===== src/design/lwq_pkg.sv =====
// ----------------------------------------------------------------------------
// lwq_pkg
// Shared constants, codes and types of the linked wait queue.
// ----------------------------------------------------------------------------
`default_nettype none

package lwq_pkg;

    // Identifier space and link table
    localparam int ID_COUNT    = 64;
    localparam int ID_W        = 6;
    localparam int TABLE_DEPTH = 1 << ID_W;
    localparam int CNT_W       = (ID_COUNT > 2) ? $clog2(ID_COUNT) : 1;
    localparam logic [CNT_W-1:0] CNT_LAST = CNT_W'(ID_COUNT - 2);

    // Stream widths
    localparam int DATA_W = 8;
    localparam int USER_W = 2;

    // Request modes
    localparam logic [1:0] MODE_WAIT   = 2'd0;
    localparam logic [1:0] MODE_SIGNAL = 2'd1;
    localparam logic [1:0] MODE_BCAST  = 2'd2;
    localparam logic [1:0] MODE_RSVD   = 2'd3;

    // Result status
    localparam logic [1:0] ST_OK     = 2'd0;
    localparam logic [1:0] ST_EMPTY  = 2'd1;
    localparam logic [1:0] ST_REJECT = 2'd2;

    typedef enum logic [1:0] {
        S_IDLE,
        S_READ,
        S_EXEC
    } t_state;

endpackage

`default_nettype wire


===== src/design/lwq_ram.sv =====
// ----------------------------------------------------------------------------
// lwq_ram
// Generic single-write, single-read RAM with a registered read port.
// ----------------------------------------------------------------------------
`default_nettype none

module lwq_ram #(
    parameter int WIDTH = 8,
    parameter int DEPTH = 64
) (
    input  wire logic                     i_clk,
    input  wire logic                     i_wr_en,
    input  wire logic [$clog2(DEPTH)-1:0] i_wr_addr,
    input  wire logic [WIDTH-1:0]         i_wr_data,
    input  wire logic [$clog2(DEPTH)-1:0] i_rd_addr,
    output logic      [WIDTH-1:0]         o_rd_data
);

    logic [WIDTH-1:0] r_mem [DEPTH];
    logic [WIDTH-1:0] r_rd_data;

    always_ff @(posedge i_clk) begin
        if (i_wr_en) begin
            r_mem[i_wr_addr] <= i_wr_data;
        end
        r_rd_data <= r_mem[i_rd_addr];
    end

    assign o_rd_data = r_rd_data;

endmodule

`default_nettype wire


===== src/design/linked_wait_queue_top.sv =====
// ----------------------------------------------------------------------------
// linked_wait_queue_top
// FIFO wait queue of thread identifiers kept as a linked list in a
// next-pointer RAM; wait appends, signal pops the head, broadcast pops all.
// ----------------------------------------------------------------------------
// Flow: an accepted item moves to the execute state, which writes its result
//   into the output register once that register is free.
// Input: no new item is taken until the current one has written its last
//   result; a broadcast passes a read state to fetch each next link from RAM.
// Reset: synchronous, active low; per-entry valid bits clear the link table
//   at once (no clearing pass), the queue is empty right after reset.
`default_nettype none

module linked_wait_queue_top (
    input  wire logic                       i_clk,
    input  wire logic                       i_rst_n,
    input  wire logic                       i_s_axis_tvalid,
    output logic                            o_s_axis_tready,
    input  wire logic [lwq_pkg::DATA_W-1:0] i_s_axis_tdata,  // [5:0] thread_id
    input  wire logic [lwq_pkg::USER_W-1:0] i_s_axis_tuser,  // [1:0] mode
    output logic                            o_m_axis_tvalid,
    input  wire logic                       i_m_axis_tready,
    output logic      [lwq_pkg::DATA_W-1:0] o_m_axis_tdata,  // [5:0] woken_id
    output logic      [lwq_pkg::USER_W-1:0] o_m_axis_tuser,  // [1:0] status
    output logic                            o_m_axis_tlast
);

    localparam int IW = lwq_pkg::ID_W;
    localparam int CW = lwq_pkg::CNT_W;

    lwq_pkg::t_state r_state, n_state;
    logic [1:0]    r_mode, n_mode;
    logic [IW-1:0] r_id, n_id;
    logic [IW-1:0] r_addr, n_addr;
    logic [IW-1:0] r_head, n_head;
    logic [IW-1:0] r_tail, n_tail;
    logic [CW-1:0] r_count, n_count;
    logic [lwq_pkg::TABLE_DEPTH-1:0] r_valid;

    logic          r_out_valid, n_out_valid;
    logic [IW-1:0] r_out_id, n_out_id;
    logic [1:0]    r_out_st, n_out_st;
    logic          r_out_last, n_out_last;

    logic          wr_en;
    logic [IW-1:0] wr_addr;
    logic [IW-1:0] wr_data;
    logic [IW-1:0] rd_addr;
    logic [IW-1:0] ram_q;
    logic [IW-1:0] link;
    logic          out_free;
    logic          bad;
    logic          last_v;

    lwq_ram #(
        .WIDTH (IW),
        .DEPTH (lwq_pkg::TABLE_DEPTH)
    ) u_link_ram (
        .i_clk     (i_clk),
        .i_wr_en   (wr_en),
        .i_wr_addr (wr_addr),
        .i_wr_data (wr_data),
        .i_rd_addr (rd_addr),
        .o_rd_data (ram_q)
    );

    // Entries never written since reset read as an end-of-list link
    assign link     = r_valid[r_addr] ? ram_q : '0;
    assign out_free = !r_out_valid || i_m_axis_tready;

    always_comb begin
        n_state     = r_state;
        n_mode      = r_mode;
        n_id        = r_id;
        n_addr      = r_addr;
        n_head      = r_head;
        n_tail      = r_tail;
        n_count     = r_count;
        n_out_valid = r_out_valid && !i_m_axis_tready;
        n_out_id    = r_out_id;
        n_out_st    = r_out_st;
        n_out_last  = r_out_last;
        wr_en       = 1'b0;
        wr_addr     = r_addr;
        wr_data     = '0;
        rd_addr     = r_addr;
        o_s_axis_tready = 1'b0;
        bad         = 1'b0;
        last_v      = 1'b0;

        case (r_state)
            lwq_pkg::S_IDLE: begin
                o_s_axis_tready = 1'b1;
                rd_addr = (i_s_axis_tuser == lwq_pkg::MODE_WAIT) ?
                          i_s_axis_tdata[IW-1:0] : r_head;
                if (i_s_axis_tvalid) begin
                    n_mode  = i_s_axis_tuser;
                    n_id    = i_s_axis_tdata[IW-1:0];
                    n_addr  = rd_addr;
                    n_count = '0;
                    // drop unused mode without a result
                    n_state = (i_s_axis_tuser == lwq_pkg::MODE_RSVD) ?
                              lwq_pkg::S_IDLE : lwq_pkg::S_EXEC;
                end
            end

            lwq_pkg::S_READ: begin
                n_state = lwq_pkg::S_EXEC;
            end

            lwq_pkg::S_EXEC: begin
                if (out_free) begin
                    n_out_valid = 1'b1;
                    n_out_id    = '0;
                    n_out_last  = 1'b1;
                    n_state     = lwq_pkg::S_IDLE;
                    case (r_mode)
                        lwq_pkg::MODE_WAIT: begin
                            bad = (r_id == '0) ||
                                  ({1'b0, r_id} >= (IW + 1)'(lwq_pkg::ID_COUNT)) ||
                                  (link != '0) || (r_id == r_tail);
                            if (bad) begin
                                n_out_st = lwq_pkg::ST_REJECT;
                            end else begin
                                n_out_st = lwq_pkg::ST_OK;
                                if (r_tail == '0) begin
                                    n_head = r_id;
                                end else begin
                                    wr_en   = 1'b1;
                                    wr_addr = r_tail;
                                    wr_data = r_id;
                                end
                                n_tail = r_id;
                            end
                        end
                        lwq_pkg::MODE_SIGNAL, lwq_pkg::MODE_BCAST: begin
                            if (r_head == '0) begin
                                n_out_st = lwq_pkg::ST_EMPTY;
                            end else begin
                                // pop head: unlink it and advance
                                n_out_id = r_head;
                                n_out_st = lwq_pkg::ST_OK;
                                n_head   = link;
                                if (link == '0) begin
                                    n_tail = '0;
                                end
                                wr_en   = 1'b1;
                                wr_addr = r_head;
                                wr_data = '0;
                                if (r_mode == lwq_pkg::MODE_BCAST) begin
                                    last_v     = (link == '0) || (r_count == lwq_pkg::CNT_LAST);
                                    n_out_last = last_v;
                                    if (!last_v) begin
                                        n_count = r_count + 1'b1;
                                        n_addr  = link;
                                        n_state = lwq_pkg::S_READ;
                                    end
                                end
                            end
                        end
                        default: begin
                            n_out_valid = r_out_valid && !i_m_axis_tready;
                        end
                    endcase
                end
            end

            default: begin
                n_state = lwq_pkg::S_IDLE;
            end
        endcase
    end

    always_ff @(posedge i_clk) begin
        if (!i_rst_n) begin
            r_state     <= lwq_pkg::S_IDLE;
            r_head      <= '0;
            r_tail      <= '0;
            r_count     <= '0;
            r_valid     <= '0;
            r_out_valid <= 1'b0;
        end else begin
            r_state     <= n_state;
            r_head      <= n_head;
            r_tail      <= n_tail;
            r_count     <= n_count;
            r_out_valid <= n_out_valid;
            if (wr_en) begin
                r_valid[wr_addr] <= 1'b1;
            end
        end
    end

    always_ff @(posedge i_clk) begin
        r_mode     <= n_mode;
        r_id       <= n_id;
        r_addr     <= n_addr;
        r_out_id   <= n_out_id;
        r_out_st   <= n_out_st;
        r_out_last <= n_out_last;
    end

    assign o_m_axis_tvalid = r_out_valid;
    assign o_m_axis_tdata  = {{(lwq_pkg::DATA_W - IW){1'b0}}, r_out_id};
    assign o_m_axis_tuser  = r_out_st;
    assign o_m_axis_tlast  = r_out_last;

endmodule

`default_nettype wire


===== config.mk =====
export PLATFORM = sky130hd
export DESIGN_NAME = linked_wait_queue_top
export DESIGN_NICKNAME = d
export VERILOG_FILES = /design/src/design/lwq_pkg.sv /design/src/design/lwq_ram.sv /design/src/design/linked_wait_queue_top.sv
export SDC_FILE = /design/constraint.sdc
export NUM_CORES = 1
export LEC_CHECK = 0
export BUFFER_PORTS_ARGS = -buffer_cell sky130_fd_sc_hd__buf_2
export CORE_MARGIN = 1
export CORE_UTILIZATION = 55
export DETAILED_ROUTE_END_ITERATION = 7
export PLACE_DENSITY = 0.83
export SKIP_LAST_GASP = 1
export SLEW_MARGIN = 10
export SYNTH_ARGS = -nofsm -noshare
export SYNTH_HDL_FRONTEND = slang
export SYNTH_HIERARCHICAL = 1
export SYNTH_SLANG_ARGS = --single-unit

===== constraint.sdc =====
create_clock -name i_clk -period 4.6 [get_ports i_clk]
set_clock_uncertainty 0.05 [all_clocks]
set_input_delay 0.23 -clock i_clk [delete_from_list [all_inputs] [get_ports i_clk]]
set_output_delay 0.23 -clock i_clk [all_outputs]
set_load 0.1 [all_outputs]

; ---- Word level (Yosys, flattened, before mapping)
; Memories as Yosys holds them, arrays and structs flattened. A register that Yosys moved wholly into a read port is not among the register bits.
; Index checks and enable logic that the tools add are counted.
[word_totals]
ff_bits = 108
mem_bits_rw = 384
in_bits = 14
out_inout_bits = 13
elab_cells = 129
n_memories = 1
[classes]
addsub = 1
magnitude_cmp = 3
eq_ne = 17
mux = 63
n_bitwise = 3
n_reduce_logical = 29
[memory_table]
columns = name, words, width, read_ports, rd_clocked_by_memory_dff, wr, line_no
row1 = u_link_ram.r_mem, 64, 6, 1, 1, 1, lwq_ram.sv:19  ; logic [WIDTH-1:0] r_mem [DEPTH];
[op_table]
columns = op, count
row1 = 6-bit two-way mux, 31
row2 = 64-bit bitwise OR, 1
row3 = 6-bit one-hot mux with 2 select lines, 5
row4 = 6-bit zero test, 4
row5 = 2-bit inequality test (second input constant), 10
row6 = 1-bit two-way mux, 18
row7 = 6-bit by 7-bit less-than comparator with 1-bit output (second input constant), 2
row8 = 6-bit AND reduction, 2
row9 = 2-bit two-way mux, 4
row10 = 7-bit AND reduction, 1
row11 = 6-bit by 1-bit adder with 6-bit output (second input constant), 1
row12 = 1-bit binary-select mux with 6-bit select, 1
row13 = 1-bit demux with 6-bit select, 1
row14 = 2-bit == test (second input constant), 3
row15 = 6-bit == test, 1
row16 = 6-bit == test (second input constant), 1
row17 = 6-bit by 1-bit greater-or-equal comparator with 1-bit output (second input constant), 1
row18 = 2-bit zero test, 3
row19 = 2-bit one-hot mux with 3 select lines, 1
row20 = 2-bit AND reduction, 3
row21 = 6-bit nonzero test, 1
row22 = 3-bit OR reduction, 2
row23 = 2-bit by 1-bit == test with 1-bit output (second input constant), 2
row24 = 1-bit logical OR, 4
row25 = 8 further kinds, 13

; ---- Logic depth before layout (Yosys ltp)
[logic_depth]
depth_word = 15
depth_mapped = 20
depth_no_buf = 14

; ---- Cells and area by module
; The synthesis kept the hierarchy.
[modules_own_cells]
columns = module, instances, cells_per_inst, area_per_inst_um2, seq_area_each_um2
row1 = lwq_ram, 1, 729, 15205.8, 11651.2
row2 = linked_wait_queue_top, 1, 592, 5630.4, 2392.3

; ---- Least setup slack after synthesis
; Ideal clock, no wire load.
[synth_timing]
path_type = register to register
startpoint = register r_out_valid (netlist: o_m_axis_tvalid)
endpoint = memory u_link_ram/r_mem[27][0] (netlist bit), enable pin
setup_time_ns = 0.350
arrival_time_ns = 3.833
required_ns = 4.200
setup_slack_ns = 0.367
path_stages_with_launch = 17
path_buffers = 5
period_less_slack_ns = 4.233
cell_sequence = dfxtp_1 -> nand2b_1 -> nand2_1 -> inv_1 -> nand2b_1 -> buf_2 -> inv_1 -> buf_2 -> o21ai_1 -> or2_1 -> buf_2 -> o21a_1 -> clkbuf_1 -> nand3b_1 -> or2_1 -> clkbuf_1 -> nor2_1
[synth_between]
word_cells_on_any_way = 8
cone_classes = mux (6) / reduce/logical (2)
[synth_rtl]
columns = element, line_no
row1 = from (decl), linked_wait_queue_top.sv:40  ; logic r_out_valid, n_out_valid;
row2 = from (signal assigned), linked_wait_queue_top.sv:187  ; r_out_valid <= n_out_valid;
row3 = 1-bit zero test, linked_wait_queue_top.sv:69  ; assign out_free = !r_out_valid || i_m_axis_tready;
row4 = 1-bit logical OR, linked_wait_queue_top.sv:69
row5 = 6-bit two-way mux, linked_wait_queue_top.sv:112  ; if (out_free) begin
row6 = 6-bit two-way mux, linked_wait_queue_top.sv:91  ; case (r_state)
row7 = named net wr_addr[0], linked_wait_queue_top.sv:46  ; logic [IW-1:0] wr_addr;
row8 = to (decl), lwq_ram.sv:19
; The timed path passes the listed nets, and every way through them passes these cells.

; ---- Worst setup path in the final report
[layout_timing]
startpoint = register r_addr[2]
endpoint = memory u_link_ram/r_mem[2][2] (netlist bit), enable pin
[layout_between]
word_cells_on_any_way = 18
cone_classes = mux (15) / reduce/logical (3)
[layout_rtl]
columns = element, line_no
row1 = from (decl), linked_wait_queue_top.sv:34  ; logic [IW-1:0] r_addr, n_addr;
row2 = from (signal assigned), linked_wait_queue_top.sv:197  ; r_addr <= n_addr;
row3 = 1-bit binary-select mux with 6-bit select, linked_wait_queue_top.sv:68  ; assign link = r_valid[r_addr] ? ram_q : '0;
row4 = 1-bit two-way mux (not written as such), linked_wait_queue_top.sv:68
row5 = 6-bit two-way mux, linked_wait_queue_top.sv:68
row6 = 6-bit nonzero test, linked_wait_queue_top.sv:121  ; (link != '0) || (r_id == r_tail);
row7 = 1-bit logical OR, linked_wait_queue_top.sv:120  ; ({1'b0, r_id} >= (IW + 1)'(lwq_pkg::ID_COUNT)) ||
row8 = 1-bit logical OR, linked_wait_queue_top.sv:121
row9 = 6-bit two-way mux, linked_wait_queue_top.sv:122  ; if (bad) begin
row10 = 6-bit one-hot mux with 2 select lines, linked_wait_queue_top.sv:117  ; case (r_mode)
row11 = 6-bit two-way mux, linked_wait_queue_top.sv:112
row12 = 6-bit two-way mux, linked_wait_queue_top.sv:91
row13 = named net wr_addr[0], linked_wait_queue_top.sv:46
; The timed path passes the listed nets, and every way through them passes these cells. The select of a mux whose other input is x is not followed.

==> metrics.md <==
| Metric | Value |
|---|---|
| # IOs | `27` |
| Drt first-iter violations | `~1.5k` |
| Multi-input gate area | `roughly 6300 sq um` |
| Power, Total | `9.83 mW` |
| Status | `completed` |
| Pwr/cell area | `approximately 420 nW/um^2` |
| Initial antenna violation count | `0` |
| Critical Path RT | `roughly 4800 ps` |
| Synth Flop Type | `edfxtp_1` |
| Vias in the first global route | `12.3k` |
| Vias | `between 10k and 15k` |
| Longest Clk Path Bufs | `3` |
| Met3 Track Usage GR | `0.0443` |
| Fmax | `218 MHz` |
| Root Driver | `clkbuf_16` |
| RSZ-0062 raised after global routing | `yes` |
| Dpl ws | `around 270 ps` |
| Share of post-route cells with drive strength above 1 | `0.219` |
| Die W | `about 200 um` |
| Seq/Total Area, Yosys | `0.674` |
| Final Setup Violations | `0` |
| Full die area | `38700 sq um` |
| Grt met2 use | `0.419` |
| Largest net degree at the start of global routing | `between 80 and 90` |
| DRC viols | `0` |
| Count of cell types in the netlist | `81` |
| Row count | `70` |
| Total grt overflow | `0` |
| Placed cell count | `approximately 1.8k` |
| VDD IR max | `around 0.00048 V` |
| CP endpoint kind | `flop` |
| Chip height | `between 150 and 200 um` |
| Layout area overhead | `13.0%` |
| Ant. Diodes | `0` |
| EDFF count, synth | `between 400 and 500` |
| Crit Path Max Fanout | `40` |
| CTS buffer count | `between 40 and 50` |
| MaxCap Viol Count | `0` |
| Synthesized area | `about 21000 sq um` |
| Clock slew at reported path FFs | `~70 ps` |
| Critical path class | `reg2reg` |
| DR pass1 iterations | `6` |
| Yosys reg bits | `between 400 and 500` |
| Post-Syn Instances | `roughly 1.3k` |
| Worst slew pin tran | `between 900 and 1000 ps` |
| Relative slew slack | `0.382` |
| H-tree depth reported by CTS | `2` |
| Arrival time at the worst endpoint | `~4800 ps` |
| Grt met1 use | `0.336` |
| Gr usage total | `0.255` |
| # nets final | `approximately 1.4k` |
| Yosys warns | `6` |
| FFs w/ async S/R, synth | `0` |
| Fin. Hold Viols | `0` |
| Static Leakage | `about 6.7 nW` |
| Avg WL per Cell | `approximately 25 um` |
| Average cell area after synthesis | `approximately 16 sq um` |
| Placer Congestion | `0.941` |
| Final wirelength | `48600 um` |
| Clk sinks | `between 400 and 500` |
| Final min period | `between 4000 and 5000 ps` |
| Worst-Skew Late Latency | `590 ps` |
| CTS tree | `done` |
| Gr busiest metal | `met2` |
| Crit share post-route | `0.996` |
| Final Non-Filler Cells | `approximately 1.9k` |
| Count of input and output buffers | `22` |
| Register area | `14000 sq um` |
| Post-CTS Setup Inserts | `0` |
| Max-slew violation count | `0` |
| Filler Cell Count | `2449` |
| Final ANT Viol Nets | `0` |
| DP HPWL | `~30000 um` |
| Via-to-Cell Ratio | `between 6 and 7` |
| Hold Crit Class | `in2reg` |
| Initial Utilization | `0.564` |
| Global-route wire length before repair | `73700 um` |
| Startpoint class of the critical path | `flop` |
| Core area | `around 37000 sq um` |
| Final worst slack | `~20 ps` |
cell families (layout without fill, tap and decap cells):
group	Yosys count	in the layout	synth area share
buf+inv	95	199	0.0247
other cells	1	2	0.000180
mux	165	165	0.141
simple gates	345	345	0.0808
flops	498	498	0.674
fa+ha+maj	5	5	0.00300
xor+xnor	10	10	0.00420
compound gates	202	202	0.0719
worst paths after layout:
check	startpoint	to	slack, ps	depth (start not counted)
setup reg to reg	r_addr[2]	u_link_ram/r_mem[2][2]	20	14
setup / recovery	r_addr[2]	u_link_ram/r_mem[2][2]	20	14
hold / removal	i_s_axis_tvalid	r_state[1]	40	4
hold reg to reg	r_valid[17]	r_valid[17]	400	2
power by group:
| part | switching, mW | total (mW) | leakage [nW] | internal [mW] |
|---|---|---|---|---|
| logic | 0.492 | 0.743 | 2.24 | 0.251 |
| registers | 0.0301 | 4.87 | 3.65 | 4.84 |
| clock network | 1.74 | 4.22 | 0.820 | 2.49 |
per-stage QoR:
| step | instance area (sq um) | setup TNS [ps] | utilization | hold slack (ps) |
|---|---|---|---|---|
| 2_1_floorplan | 20800 | 0 | - | 279 |
| 3_5_place_dp | 21700 | 0 | 0.588 | 379 |
| 3_3_place_gp | 21700 | 0 | 0.588 | 379 |
| 6_report | 23500 | 0 | 0.637 | 36.4 |
| 4_1_cts | 23500 | 0 | 0.637 | 11.4 |
| 5_1_grt | 23500 | -1830 | 0.637 | 73.3 |
layout by cell type, fill, tap and decap left out, types with 13 or more instances in the layout:
cell type,n
nand3_1,20
edfxtp_1,407
mux4_2,103
buf_2,22
a22oi_1,19
mux2i_1,61
buf_4,53
nor2_1,95
o21ai_0,45
clkbuf_16,49
dfxtp_1,91
a22o_1,25
and2_1,13
nor2b_1,20
a21oi_1,23
nand2_1,116
layout make-up:
cell class              instances  share of cell area
clock buffers                  61              0.0553
well taps                     504              0.0268
multi-input cells             729               0.269
clock inverters                31              0.0173
flip-flops and latches        498               0.596
repair buffers                 92              0.0322
inverters                      15             0.00271
sequential cells by signal (all words and copies together) (netlist names):
| register | count |
|---|---|
| o_m_axis_tvalid | 1 |
| u_link_ram/o_rd_data | 6 |
| r_addr | 6 |
| r_out_id | 6 |
| r_valid | 64 |
| r_head | 6 |
| o_m_axis_tlast | 1 |
| r_state | 2 |
| u_link_ram/r_mem | 384 |
| r_tail | 6 |
| r_id | 6 |
| r_count | 6 |
| o_m_axis_tuser | 2 |
| r_mode | 2 |
Yosys cell counts, types with 4 or more instances:
cell type    n  share of area
o21ai_1      5         0.0012
nand4_1      8         0.0024
and3_1       4         0.0012
o22ai_1      7         0.0021
o31ai_1      8         0.0029
clkbuf_1    38         0.0068
ha_1         5         0.0030
buf_1        4        0.00072
nand3b_1     5         0.0018
or2_1        7         0.0021
xor2_1       6         0.0025
inv_1       12         0.0022
mux4_2     103           0.11
or3_1        5         0.0015
nor3_1       8         0.0019
a31oi_1      7         0.0021
o211ai_1    12         0.0043
a22oi_1     19         0.0068
nor2b_1     20         0.0060
a211oi_2     4         0.0024
o221ai_1     4         0.0017
o21a_1       5         0.0018
buf_6        9         0.0049
a32oi_1      4         0.0017
a22o_1      25          0.011
buf_4        9         0.0032
edfxtp_1   407           0.59
o31ai_2      4         0.0024
xnor2_1      4         0.0017
nand3_1     20         0.0048
mux2i_1     61          0.029
nor2_1     101          0.018
nand2_1    116          0.021
buf_2       16         0.0038
a21oi_1     27         0.0065
nand2b_1    10         0.0030
dfxtp_1     91          0.087
and2_1      19         0.0057
o21ai_0     45          0.011
critical path, stage by stage (launching register included):
cell	delay [ps]
edfxtp_1	380
buf_12	270
mux2i_1	360
a22oi_1	140
and3_1	190
a21oi_1	200
a221o_2	270
nand3_1	110
o21ai_1	240
a21oi_4	80
or2_1	220
o21a_1	230
or3b_1	450
or2_1	450
nor2_1	530
metal layers:
layer / vias up / wire [um]
met5: - / 0
met4: 0 / 2330
met3: 170 / 4330
met2: 748 / 23400
met1: 6219 / 18600
li1: 5280 / -
repair_timing:
item / 4_1_cts / 5_1_grt
hold buffers: 9 / 0
resized for setup: 0 / 6
hold endpoints to repair: 9 / 0
endpoints found under the setup margin: 0 / 126
No activity file was read; power rests on OpenSTA's default activity.
